$ cat src/rtl/core/assert_macros.svh
// Assertion macros used by bitmap_run_allocator.
// Expects signals named clock and reset (synchronous, active high) in scope.
`ifndef ASSERT_MACROS_SVH
`define ASSERT_MACROS_SVH

`define BRA_ASSERT(lbl, prop, msg) \
   lbl: assert property (@(posedge clock) disable iff (reset) prop) else $error(msg);

`define BRA_ASSERT_NEXT(lbl, ante, cons, msg) \
   lbl: assert property (@(posedge clock) disable iff (reset) ante |=> cons) else $error(msg);

`endif

$ cat src/rtl/core/bra_pkg.sv
// Package for the bitmap run allocator: sizes, operation and status codes,
// and the byte step result passed between the scan unit and the top level.
package bra_pkg;

   localparam int MAP_BYTES = 512;
   localparam int ADDR_W    = $clog2(MAP_BYTES);
   localparam int BYTE_W    = 8;
   localparam int POS_W     = 3;
   localparam int IDX_W     = 12;
   localparam int LEN_W     = 13;
   localparam int BIU_W     = 10;

   typedef enum logic [1:0] {
      OP_CLEAR = 2'd0,
      OP_TEST  = 2'd1,
      OP_SCAN  = 2'd2,
      OP_WRITE = 2'd3
   } op_type;

   typedef enum logic [1:0] {
      STATUS_OK     = 2'd0,
      STATUS_NO_RUN = 2'd1,
      STATUS_RANGE  = 2'd2,
      STATUS_RSVD   = 2'd3
   } status_type;

   typedef struct packed {
      logic             found;
      logic [POS_W-1:0] pos;
      logic [LEN_W-1:0] next_count;
   } step_res_type;

endpackage

$ cat src/rtl/core/bra_ram.sv
// Generic single write port, single read port RAM with registered read data.
// No dependencies.
module bra_ram #(
   parameter int WIDTH = 8,
   parameter int DEPTH = 512
) (
   input  logic                     clock,
   input  logic                     we,
   input  logic [$clog2(DEPTH)-1:0] waddr,
   input  logic [WIDTH-1:0]         wdata,
   input  logic [$clog2(DEPTH)-1:0] raddr,
   output logic [WIDTH-1:0]         rdata
);

   logic [WIDTH-1:0] mem [DEPTH];
   logic [WIDTH-1:0] rdata_ff;

   always_ff @(posedge clock) begin
      if (we) begin
         mem[waddr] <= wdata;
      end
      rdata_ff <= mem[raddr];
   end

   assign rdata = rdata_ff;

endmodule

$ cat src/rtl/core/bra_run_step.sv
// Free-run counter step over one bitmap byte: carries the run count through
// eight bits and reports the first bit where the run reaches the length. Uses bra_pkg.
module bra_run_step
   import bra_pkg::*;
(
   input  logic [BYTE_W-1:0] byte_data,
   input  logic [LEN_W-1:0]  carry_count,
   input  logic [LEN_W-1:0]  run_length,
   output step_res_type      res
);

   logic [LEN_W-1:0]  cnt [BYTE_W];
   logic [BYTE_W-1:0] match;

   always_comb begin
      for (int j = 0; j < BYTE_W; j++) begin
         cnt[j] = carry_count + LEN_W'(j + 1);
         for (int k = 0; k < BYTE_W; k++) begin
            if (k <= j && byte_data[k]) begin
               cnt[j] = LEN_W'(j - k);
            end
         end
         match[j] = (cnt[j] == run_length);
      end
   end

   always_comb begin
      res.found      = |match;
      res.pos        = '0;
      res.next_count = cnt[BYTE_W-1];
      for (int j = BYTE_W - 1; j >= 0; j--) begin
         if (match[j]) begin
            res.pos = POS_W'(j);
         end
      end
   end

endmodule

$ cat src/rtl/core/bitmap_run_allocator.sv
// Bitmap run allocator: occupancy bitmap in a byte RAM with clear, test, write
// and first-fit run scan. Uses bra_pkg, bra_ram, bra_run_step, assert_macros.svh.
//
// Usage:
//   req_* carries one operation word; rsp_* returns exactly one result word
//   for each. csr_* writes bytes_in_use (values above 512 act as 512) and
//   must only be written while no operation is in flight.
//   Steps from the accepting edge until rsp_tvalid rises, rsp_tready high:
//     test and write     : RAM read, then read or update
//     out of range       : straight to the result register
//     scan               : the byte RAM read port feeds one byte per cycle
//                          to the run counter, up to the bytes in use
//     clear              : all 512 RAM bytes zeroed, one byte per cycle
//   One operation is worked on at a time; req_tready is high only when the
//   sequencer is idle. The result sits in an output register, so the next
//   operation may be accepted while rsp_tvalid waits on rsp_tready; a second
//   result then holds in the sequencer until the register empties.
//   After reset a clearing pass zeroes the bitmap with req_tready
//   low; bytes_in_use resets to 512. csr_tready is always high.
`include "assert_macros.svh"

module bitmap_run_allocator
   import bra_pkg::*;
(
   input  logic        clock,
   input  logic        reset,
   input  logic        req_tvalid,
   output logic        req_tready,
   input  logic [31:0] req_tdata,   // bit_index[11:0], bit_value[12], run_length[25:13]
   input  logic [1:0]  req_tuser,   // op[1:0]
   output logic        rsp_tvalid,
   input  logic        rsp_tready,
   output logic [15:0] rsp_tdata,   // bit_state[0], run_start[12:1]
   output logic [1:0]  rsp_tuser,   // status[1:0]
   input  logic        csr_tvalid,
   output logic        csr_tready,
   input  logic [15:0] csr_tdata    // bytes_in_use[9:0]
);

   typedef enum logic [5:0] {
      ST_IDLE  = 6'b000001,
      ST_CLEAR = 6'b000010,
      ST_TEST  = 6'b000100,
      ST_WRUPD = 6'b001000,
      ST_SCAN  = 6'b010000,
      ST_DONE  = 6'b100000
   } state_type;

   state_type          state_ff, state_in;
   logic [ADDR_W-1:0]  clr_addr_ff, clr_addr_in;
   logic               clr_rsp_ff, clr_rsp_in;
   logic [BIU_W-1:0]   biu_ff, biu_in;
   logic               rsp_valid_ff, rsp_valid_in;
   logic               rsp_state_ff, rsp_state_in;
   logic [IDX_W-1:0]   rsp_start_ff, rsp_start_in;
   status_type         rsp_status_ff, rsp_status_in;
   logic               res_state_ff, res_state_in;
   logic [IDX_W-1:0]   res_start_ff, res_start_in;
   status_type         res_status_ff, res_status_in;
   logic [ADDR_W-1:0]  addr_ff, addr_in;
   logic [POS_W-1:0]   pos_ff, pos_in;
   logic               val_ff, val_in;
   logic [LEN_W-1:0]   len_ff, len_in;
   logic [LEN_W-1:0]   run_cnt_ff, run_cnt_in;
   logic [BIU_W-1:0]   eval_ff, eval_in;
   logic [BIU_W-1:0]   next_addr_ff, next_addr_in;

   op_type             req_op;
   logic [IDX_W-1:0]   req_idx;
   logic               req_val;
   logic [LEN_W-1:0]   req_len;
   logic               req_fire;
   logic [BIU_W-1:0]   eff_bytes;
   logic [LEN_W-1:0]   total_bits;
   logic               idx_bad;
   logic               len_bad;

   logic               ram_we;
   logic [ADDR_W-1:0]  ram_waddr;
   logic [BYTE_W-1:0]  ram_wdata;
   logic [ADDR_W-1:0]  ram_raddr;
   logic [BYTE_W-1:0]  ram_rdata;
   logic [BYTE_W-1:0]  bit_mask;

   step_res_type       step;
   logic [LEN_W-1:0]   scan_start;

   assign req_op     = op_type'(req_tuser);
   assign req_idx    = req_tdata[11:0];
   assign req_val    = req_tdata[12];
   assign req_len    = req_tdata[25:13];
   assign req_tready = (state_ff == ST_IDLE);
   assign req_fire   = req_tvalid && req_tready;
   assign csr_tready = 1'b1;

   assign eff_bytes  = (biu_ff > BIU_W'(MAP_BYTES)) ? BIU_W'(MAP_BYTES) : biu_ff;
   assign total_bits = {eff_bytes, 3'b000};
   assign idx_bad    = ({1'b0, req_idx} >= total_bits);
   assign len_bad    = (req_len == '0) || (req_len > total_bits);
   assign bit_mask   = BYTE_W'(1) << pos_ff;
   assign scan_start = {eval_ff[ADDR_W-1:0], step.pos} + LEN_W'(1) - len_ff;

   bra_ram #(
      .WIDTH (BYTE_W),
      .DEPTH (MAP_BYTES)
   ) u_map (
      .clock (clock),
      .we    (ram_we),
      .waddr (ram_waddr),
      .wdata (ram_wdata),
      .raddr (ram_raddr),
      .rdata (ram_rdata)
   );

   bra_run_step u_step (
      .byte_data   (ram_rdata),
      .carry_count (run_cnt_ff),
      .run_length  (len_ff),
      .res         (step)
   );

   always_comb begin
      state_in      = state_ff;
      clr_addr_in   = clr_addr_ff;
      clr_rsp_in    = clr_rsp_ff;
      res_state_in  = res_state_ff;
      res_start_in  = res_start_ff;
      res_status_in = res_status_ff;
      addr_in       = addr_ff;
      pos_in        = pos_ff;
      val_in        = val_ff;
      len_in        = len_ff;
      run_cnt_in    = run_cnt_ff;
      eval_in       = eval_ff;
      next_addr_in  = next_addr_ff;
      rsp_valid_in  = rsp_valid_ff && !rsp_tready;
      rsp_state_in  = rsp_state_ff;
      rsp_start_in  = rsp_start_ff;
      rsp_status_in = rsp_status_ff;
      ram_we        = 1'b0;
      ram_waddr     = clr_addr_ff;
      ram_wdata     = '0;
      ram_raddr     = next_addr_ff[ADDR_W-1:0];
      case (state_ff)
         ST_IDLE: begin
            ram_raddr = (req_op == OP_SCAN) ? '0 : ADDR_W'(req_idx >> POS_W);
            if (req_fire) begin
               res_state_in  = 1'b0;
               res_start_in  = '0;
               res_status_in = STATUS_OK;
               addr_in       = ADDR_W'(req_idx >> POS_W);
               pos_in        = req_idx[POS_W-1:0];
               val_in        = req_val;
               case (req_op)
                  OP_CLEAR: begin
                     clr_addr_in = '0;
                     clr_rsp_in  = 1'b1;
                     state_in    = ST_CLEAR;
                  end
                  OP_TEST, OP_WRITE: begin
                     if (idx_bad) begin
                        res_status_in = STATUS_RANGE;
                        state_in      = ST_DONE;
                     end else begin
                        state_in = (req_op == OP_TEST) ? ST_TEST : ST_WRUPD;
                     end
                  end
                  OP_SCAN: begin
                     if (len_bad) begin
                        res_status_in = STATUS_RANGE;
                        state_in      = ST_DONE;
                     end else begin
                        len_in       = req_len;
                        run_cnt_in   = '0;
                        eval_in      = '0;
                        next_addr_in = BIU_W'(1);
                        state_in     = ST_SCAN;
                     end
                  end
                  default: state_in = ST_IDLE;
               endcase
            end
         end
         ST_CLEAR: begin
            ram_we      = 1'b1;
            clr_addr_in = clr_addr_ff + ADDR_W'(1);
            if (clr_addr_ff == ADDR_W'(MAP_BYTES - 1)) begin
               clr_rsp_in    = 1'b0;
               res_state_in  = 1'b0;
               res_start_in  = '0;
               res_status_in = STATUS_OK;
               state_in      = clr_rsp_ff ? ST_DONE : ST_IDLE;
            end
         end
         ST_TEST: begin
            res_state_in = ram_rdata[pos_ff];
            state_in     = ST_DONE;
         end
         ST_WRUPD: begin
            ram_we    = 1'b1;
            ram_waddr = addr_ff;
            ram_wdata = val_ff ? (ram_rdata | bit_mask) : (ram_rdata & ~bit_mask);
            state_in  = ST_DONE;
         end
         ST_SCAN: begin
            if (step.found) begin
               res_start_in = scan_start[IDX_W-1:0];
               state_in     = ST_DONE;
            end else if (eval_ff == eff_bytes - BIU_W'(1)) begin
               res_status_in = STATUS_NO_RUN;
               state_in      = ST_DONE;
            end else begin
               eval_in      = eval_ff + BIU_W'(1);
               next_addr_in = next_addr_ff + BIU_W'(1);
               run_cnt_in   = step.next_count;
            end
         end
         ST_DONE: begin
            if (!rsp_valid_ff || rsp_tready) begin
               rsp_valid_in  = 1'b1;
               rsp_state_in  = res_state_ff;
               rsp_start_in  = res_start_ff;
               rsp_status_in = res_status_ff;
               state_in      = ST_IDLE;
            end
         end
         default: state_in = ST_IDLE;
      endcase
   end

   always_comb begin
      biu_in = biu_ff;
      if (csr_tvalid && csr_tready) begin
         biu_in = csr_tdata[BIU_W-1:0];
      end
   end

   always_ff @(posedge clock) begin
      if (reset) begin
         state_ff     <= ST_CLEAR;
         clr_addr_ff  <= '0;
         clr_rsp_ff   <= 1'b0;
         biu_ff       <= BIU_W'(MAP_BYTES);
         rsp_valid_ff <= 1'b0;
      end else begin
         state_ff     <= state_in;
         clr_addr_ff  <= clr_addr_in;
         clr_rsp_ff   <= clr_rsp_in;
         biu_ff       <= biu_in;
         rsp_valid_ff <= rsp_valid_in;
      end
   end

   always_ff @(posedge clock) begin
      rsp_state_ff  <= rsp_state_in;
      rsp_start_ff  <= rsp_start_in;
      rsp_status_ff <= rsp_status_in;
      res_state_ff  <= res_state_in;
      res_start_ff  <= res_start_in;
      res_status_ff <= res_status_in;
      addr_ff       <= addr_in;
      pos_ff        <= pos_in;
      val_ff        <= val_in;
      len_ff        <= len_in;
      run_cnt_ff    <= run_cnt_in;
      eval_ff       <= eval_in;
      next_addr_ff  <= next_addr_in;
   end

   assign rsp_tvalid = rsp_valid_ff;
   assign rsp_tdata  = {3'b000, rsp_start_ff, rsp_state_ff};
   assign rsp_tuser  = rsp_status_ff;

   `BRA_ASSERT_NEXT(a_accept_leaves_idle, req_fire, state_ff != ST_IDLE,
      "accepted word did not start the sequencer")
   `BRA_ASSERT(a_ram_write_owner,
      ram_we |-> (state_ff == ST_CLEAR || state_ff == ST_WRUPD),
      "bitmap written outside clear or bit update")
   `BRA_ASSERT(a_scan_in_bounds, (state_ff == ST_SCAN) |-> (eval_ff < eff_bytes),
      "scan evaluated a byte beyond the bytes in use")
   `BRA_ASSERT(a_run_fits,
      (state_ff == ST_SCAN && step.found) |->
         (({1'b0, scan_start} + {1'b0, len_ff}) <= {1'b0, total_bits}),
      "found run extends past the last valid bit")

endmodule

$ cat config.mk
export PLATFORM = sky130hd
export DESIGN_NAME = bitmap_run_allocator
export DESIGN_NICKNAME = d
export VERILOG_FILES = /design/src/rtl/core/bra_pkg.sv /design/src/rtl/core/bra_ram.sv /design/src/rtl/core/bra_run_step.sv /design/src/rtl/core/bitmap_run_allocator.sv
export VERILOG_INCLUDE_DIRS = /design/src /design/src/rtl/core
export SDC_FILE = /design/constraint.sdc
export NUM_CORES = 2
export LEC_CHECK = 0
export BUFFER_PORTS_ARGS = -buffer_cell sky130_fd_sc_hd__buf_4
export CORE_ASPECT_RATIO = 0.8
export CORE_MARGIN = 2
export CORE_UTILIZATION = 31
export CTS_CLUSTER_DIAMETER = 80
export DETAILED_ROUTE_END_ITERATION = 7
export PLACE_DENSITY = 0.53
export SKIP_CTS_REPAIR_TIMING = 1
export SLEW_MARGIN = 20
export SYNTH_ARGS = -nofsm -noshare
export SYNTH_HDL_FRONTEND = slang
export SYNTH_HIERARCHICAL = 1
export SYNTH_SLANG_ARGS = --single-unit
$ cat constraint.sdc
create_clock -name clock -period 19.23 [get_ports clock]
set_clock_uncertainty 0.2 [all_clocks]
set_input_delay 3.846 -clock clock [delete_from_list [all_inputs] [get_ports clock]]
set_output_delay 3.846 -clock clock [all_outputs]
set_load 0.01 [all_outputs]
Word level (Yosys, flattened, before mapping):

Memories as Yosys holds them, arrays and structs flattened. A register that Yosys moved wholly into a read port is not among the register bits.
Index checks and enable logic that the tools add are counted.

* flip-flop bits (word level): 116
* RAM bits: 4096
* input bits: 55
* output and inout bits: 21
* logic and storage cells: 205
* memories: 1

* add/subtract/negate cells: 14
* magnitude comparators: 4
* equal/unequal tests: 30
* shifts and indexed selects: 1
* muxes and demuxes: 107
* bitwise logic cells: 4
* reduce and logical (&&, ||, !) cells: 26

Memories
* u_map.mem: depth 512, width 8, read ports 1, clocked after memory_dff 1, write ports 1, RTL line bra_ram.sv:15 `logic [WIDTH-1:0] mem [DEPTH];`

Operators by type and width (count)
* 2-to-1 mux 13 bit: 41
* 2-to-1 mux 10 bit: 11
* == test 13 bit: 8
* adder 13 x 3 -> 13 bit, second input constant: 4
* 2-to-1 mux 6 bit: 8
* 2-to-1 mux 9 bit: 5
* one-hot mux 10 bit (2 select lines): 2
* 2-to-1 mux 12 bit: 3
* one-hot mux 12 bit (3 select lines): 1
* one-hot mux 6 bit (5 select lines): 1
* adder 13 x 2 -> 13 bit, second input constant: 2
* one-hot mux 13 bit (2 select lines): 1
* 2-to-1 mux 3 bit: 8
* adder 10 x 1 -> 10 bit, second input constant: 2
* one-hot mux 6 bit (3 select lines): 1
* one-hot mux 9 bit (2 select lines): 1
* 2-to-1 mux 8 bit: 2
* AND reduction 4 bit: 4
* != test 2 bit, second input constant: 7
* adder 13 x 1 -> 13 bit, second input constant: 1
* adder 13 x 4 -> 13 bit, second input constant: 1
* greater-or-equal comparator 12 x 13 -> 1 bit: 1
* greater-than comparator 13 bit: 1
* logical NOT 13 bit: 1
* 43 further kinds: 69

Longest topological paths before layout:

* word-level depth: 22
* mapped depth: 26
* mapped depth without buffers: 25

Hierarchy:

The synthesis kept the hierarchy.

By module, submodules not included
* bra_ram: instances 1, cells each 8030, area an instance 159927.1 um2, seq. area each 123158.1 um2
* bitmap_run_allocator: instances 1, cells each 611, area an instance 6411.1 um2, seq. area each 3183.1 um2
* bra_run_step: instances 1, cells each 593, area an instance 3713.6 um2, seq. area each 0.0 um2

Worst setup path before layout:

Ideal clock, no wire load.

* path type: flip-flop to flip-flop
* start: register state_ff[4]
* end: memory u_map.mem[0][4], data pin
* library setup time: 2940 ps
* arrival: 14842 ps
* data required time: 16090 ps
* setup slack: 1248 ps
* cell stages (with the launch flop): 6
* path buffers: 2
* period minus slack after synthesis: 17982 ps
* cells stage by stage: dfxtp_1 -> nor4_1 -> nand3b_1 -> clkbuf_1 -> clkbuf_1 -> a21oi_1

* cells in the longest elaborated chain, start to end: 2

Ends and longest elaborated chain
* start: declaration: RTL line bitmap_run_allocator.sv:49 `state_type state_ff, state_in;`
* start signal: assignment: RTL line bitmap_run_allocator.sv:246 `state_ff <= state_in;`
* == test 6 x 4 -> 1 bit: RTL line bitmap_run_allocator.sv:144 `case (state_ff)`
* 2-to-1 mux 8 bit: RTL line bitmap_run_allocator.sv:144
* net ram_wdata[4]: RTL line bitmap_run_allocator.sv:80 `logic [BYTE_W-1:0] ram_wdata;`
* end: declaration: RTL line bra_ram.sv:15

The timed path passes the listed nets, and every way through them passes these cells.

Final worst setup path:

* start: input port req_tuser[0]
* end: register u_map.rdata_ff[1] (netlist: u_map/rdata[1]) (read register of u_map.mem)

* cells in the longest elaborated chain, start to end: 3

Ends and longest elaborated chain
* start: declaration: RTL line bitmap_run_allocator.sv:30 `input logic [1:0] req_tuser,`
* == test 2 bit: RTL line bitmap_run_allocator.sv:146 `ram_raddr = (req_op == OP_SCAN) ? '0 : ADDR_W'(req_idx >> POS_W);`
* 2-to-1 mux 9 bit: RTL line bitmap_run_allocator.sv:146
* 2-to-1 mux 9 bit: RTL line bitmap_run_allocator.sv:144
* net ram_raddr[0]: RTL line bitmap_run_allocator.sv:81 `logic [ADDR_W-1:0] ram_raddr;`
* end: declaration: RTL line bra_ram.sv:16 `logic [WIDTH-1:0] rdata_ff;`

The timed path passes the listed nets, and every way through them passes these cells.
A chain may end at the register's enable or synchronous reset.

==> out/qor.yml <==
cts:
  cts_buffer_depth: 4
  clkLatencyLatePin_ns: 1.04
  cts_tree: "done"
  cts-buffers-inserted: 404
  cts_htree_levels: 5
  clock-sinks: 4219
  clkTransAtPathRegs_ns: 0.06
  cts-root-buf: "clkbuf_16"
timing:
  finalCritPeriodShare: 0.512
  drv_slew: 0
  timing.slew.headroom: 0.0813
  finalSetupViolations: 0
  rsz0062_at_grt: "false"
  tns_ns: 0
  max_freq_mhz: 101
  worst_slew_pin_slew_ns: 1.36
  finalHoldViolCount: 0
  period_minus_slack_ns: 9.85
drt:
  vias: 90500
  antenna_left: 0
  drc: 0
  firstDrtPassIters: 7
  wl_um: 467000
  routed_via_density: 5.37
  wire_per_inst_um: 27.7
  drt_iter0_drc: 11100
pwr:
  power.density_nw_per_um2: 95.1
  total_power_mw: 18.2
  vdd_ir_drop_max_uv: 81.6
  leakagePower_nw: 69.2
cells_and_area:
  area_growth_pct: 12.6
  final_cell_mix: "edfxtp_1 (4184), mux2i_1 (822), nor2_1 (735)"
  post-route-util: 0.350
  drive_above_1_share: 0.164
  nets: 9393
  layout.cells.non_filler: 16900
  final_common_cell: "edfxtp_1"
yosys:
  synth_edf_count: 4184
  synth_cell_type_count: 90
  yosysWarningCount: 6
  netlist_instances: 9234
  syn_area_um2: 170000
  avgSynthCellArea_um2: 18.4
  synthArstFlopShare: 0
  synthSimpleGateAreaFrac: 0.0399
  ys.flop_type: "edfxtp_1"
  ys_ff_latch: 4219
  synth-compound-area-share: 0.0492
  ys_seq_area_frac: 0.743
  synth_xor_xnor_area_share: 0.00711
  synth_mux_area_frac: 0.136
  synth_top_family_by_area: "multiplexers"
  synthAdderAreaFrac: 0.00416
global_routing:
  grt_max_degree: 200
  grt_pass1_vias: 88700
  grt-ovfl-total: 0
  antenna_found_initial: 37
  grt_pass1_wl_um: 658000
  grt_usage: 0.162
run:
  maxCapViolations: 0
setup_path:
  cp-startpoint: "req_tuser[0]"
  r2r_start: "state_ff[2]"
  critical_path.max_fanout: 120
  crit_arrival_ns: 10.47
  critical_path_class: "in -> reg"
  cp.required_ns: 19.84
  critPathLaunchType: "primary input"
  crit_path_end_kind: "flip-flop"
placement:
  dp_hpwl_um: 283000
  gp_congestion: 0.853
  portBuffers: 59
  numPlacedInstances: 16100
floorplan:
  fp.dieArea_um2: 555000
  coreArea_um2: 547000
  num_rows: 243
  initial_core_util: 0.311
  chipWidth_um: 832
  die_y_um: 666
  ioPinCount: 76
run_status:
  status: "finished clean"
worst_hold_path:
  hp-start: "res_start_ff[6]"
  hold_path.class: "reg -> reg"
## per-layer routing
layer	routed length [µm]	vias up	global-route usage
met4	11900	16	0.0417
li1	-	37900	-
met5	87	-	0
met2	202000	4015	0.237
met1	206000	48000	0.241
met3	46900	618	0.0387
## synth_stat cells, types with 10 or more instances
master       n  area [µm²]
a211oi_1    28         210
a21oi_1    241        1210
a22oi_1     66         495
and2_1      39         244
and3_1      15        93.8
buf_1       52         195
buf_2       69         345
buf_4       76         571
buf_6       65         732
buf_8       11         165
clkbuf_1   323        1210
dfxtp_1     35         701
edfxtp_1  4184      126000
ha_1        55         688
inv_1       45         169
mux2_2      12         135
mux2i_1    822        8230
mux4_2     656       14800
nand2_1    206         773
nand2b_1    24         150
nand3_1     76         380
nand3b_1    10        75.1
nand4_1     57         357
nor2_1     745        2800
nor2b_1     19         119
nor3_1     147         736
nor3b_1     13        97.6
nor4_1      63         394
o21ai_0    158         791
o221ai_1   372        3260
o22ai_1    173        1080
o31ai_1     24         180
o41ai_1     10        87.6
or2_2       11        68.8
or3_1       26         163
xnor2_1     86         753
xor2_1      52         455
## layout make-up
type | count | area (µm²)
antenna | 7 | 17.5
inverter | 46 | 180
clock inverter | 264 | 2690
fill | 50600 | 355000
tap | 7227 | 9040
clock buffer | 480 | 10500
timing repair buffer | 241 | 2110
multi-input combinational | 4370 | 40600
sequential | 4219 | 126000
## stage by stage
step           cell area [µm²]  setup WS [ns]  hold slack, ns
4_1_cts                 191000           9.43           0.219
6_report                191000           9.38           0.218
5_1_grt                 191000           9.01           0.223
3_5_place_dp            178000           8.37           0.207
2_1_floorplan           170000           1.25           0.200
3_3_place_gp            178000           8.40           0.205
## final timing paths
check | endpoint | slack, ns | depth (start not counted)
worst max-delay path | u_map/rdata[1] | 9.38 | 15
worst min-delay path | rsp_start_ff[6] | 0.22 | 0
worst max register to register | u_map/rdata[1] | 10.73 | 16
worst min register to register | rsp_start_ff[6] | 0.22 | 0
## power by group
part           internal, mW  switching [mW]  leakage, nW
registers              9.98          0.0130         48.3
clock network          4.43            3.52         6.41
logic                0.0555           0.220         14.6
## critical path, cell delays in order
cell and delay, ns:
buf_4 0.11, nand2b_1 0.48, nand3_1 0.21, nand2_4 0.64
buf_12 0.58, buf_4 0.66, buf_4 0.75, mux2i_1 0.19
o221ai_1 0.30, o22ai_1 0.15, a22oi_1 0.56, nand4_1 0.50
o21ai_0 0.44, buf_4 0.25, o2111a_1 0.57
## kinds of logic after synthesis
kind of cell    Yosys count
fa+ha+maj                56
simple gates           1488
buf+inv                 647
compound gates         1194
other cells               2
xor+xnor                138
flops                  4219
mux                    1490
## registers in the layout, summed over array words and instances, names as in the netlist, 2 cells and up
signal and flops:
eval_ff 10, pos_ff 3, res_start_ff 12, res_status_ff 2, u_map/rdata 8, u_map/mem 4096
next_addr_ff 9, len_ff 13, addr_ff 9, rsp_start_ff 12, state_ff 6, rsp_tuser 2
clr_addr_ff 9, run_cnt_ff 13, biu_ff 10
Power figures use the tool's default switching activity.
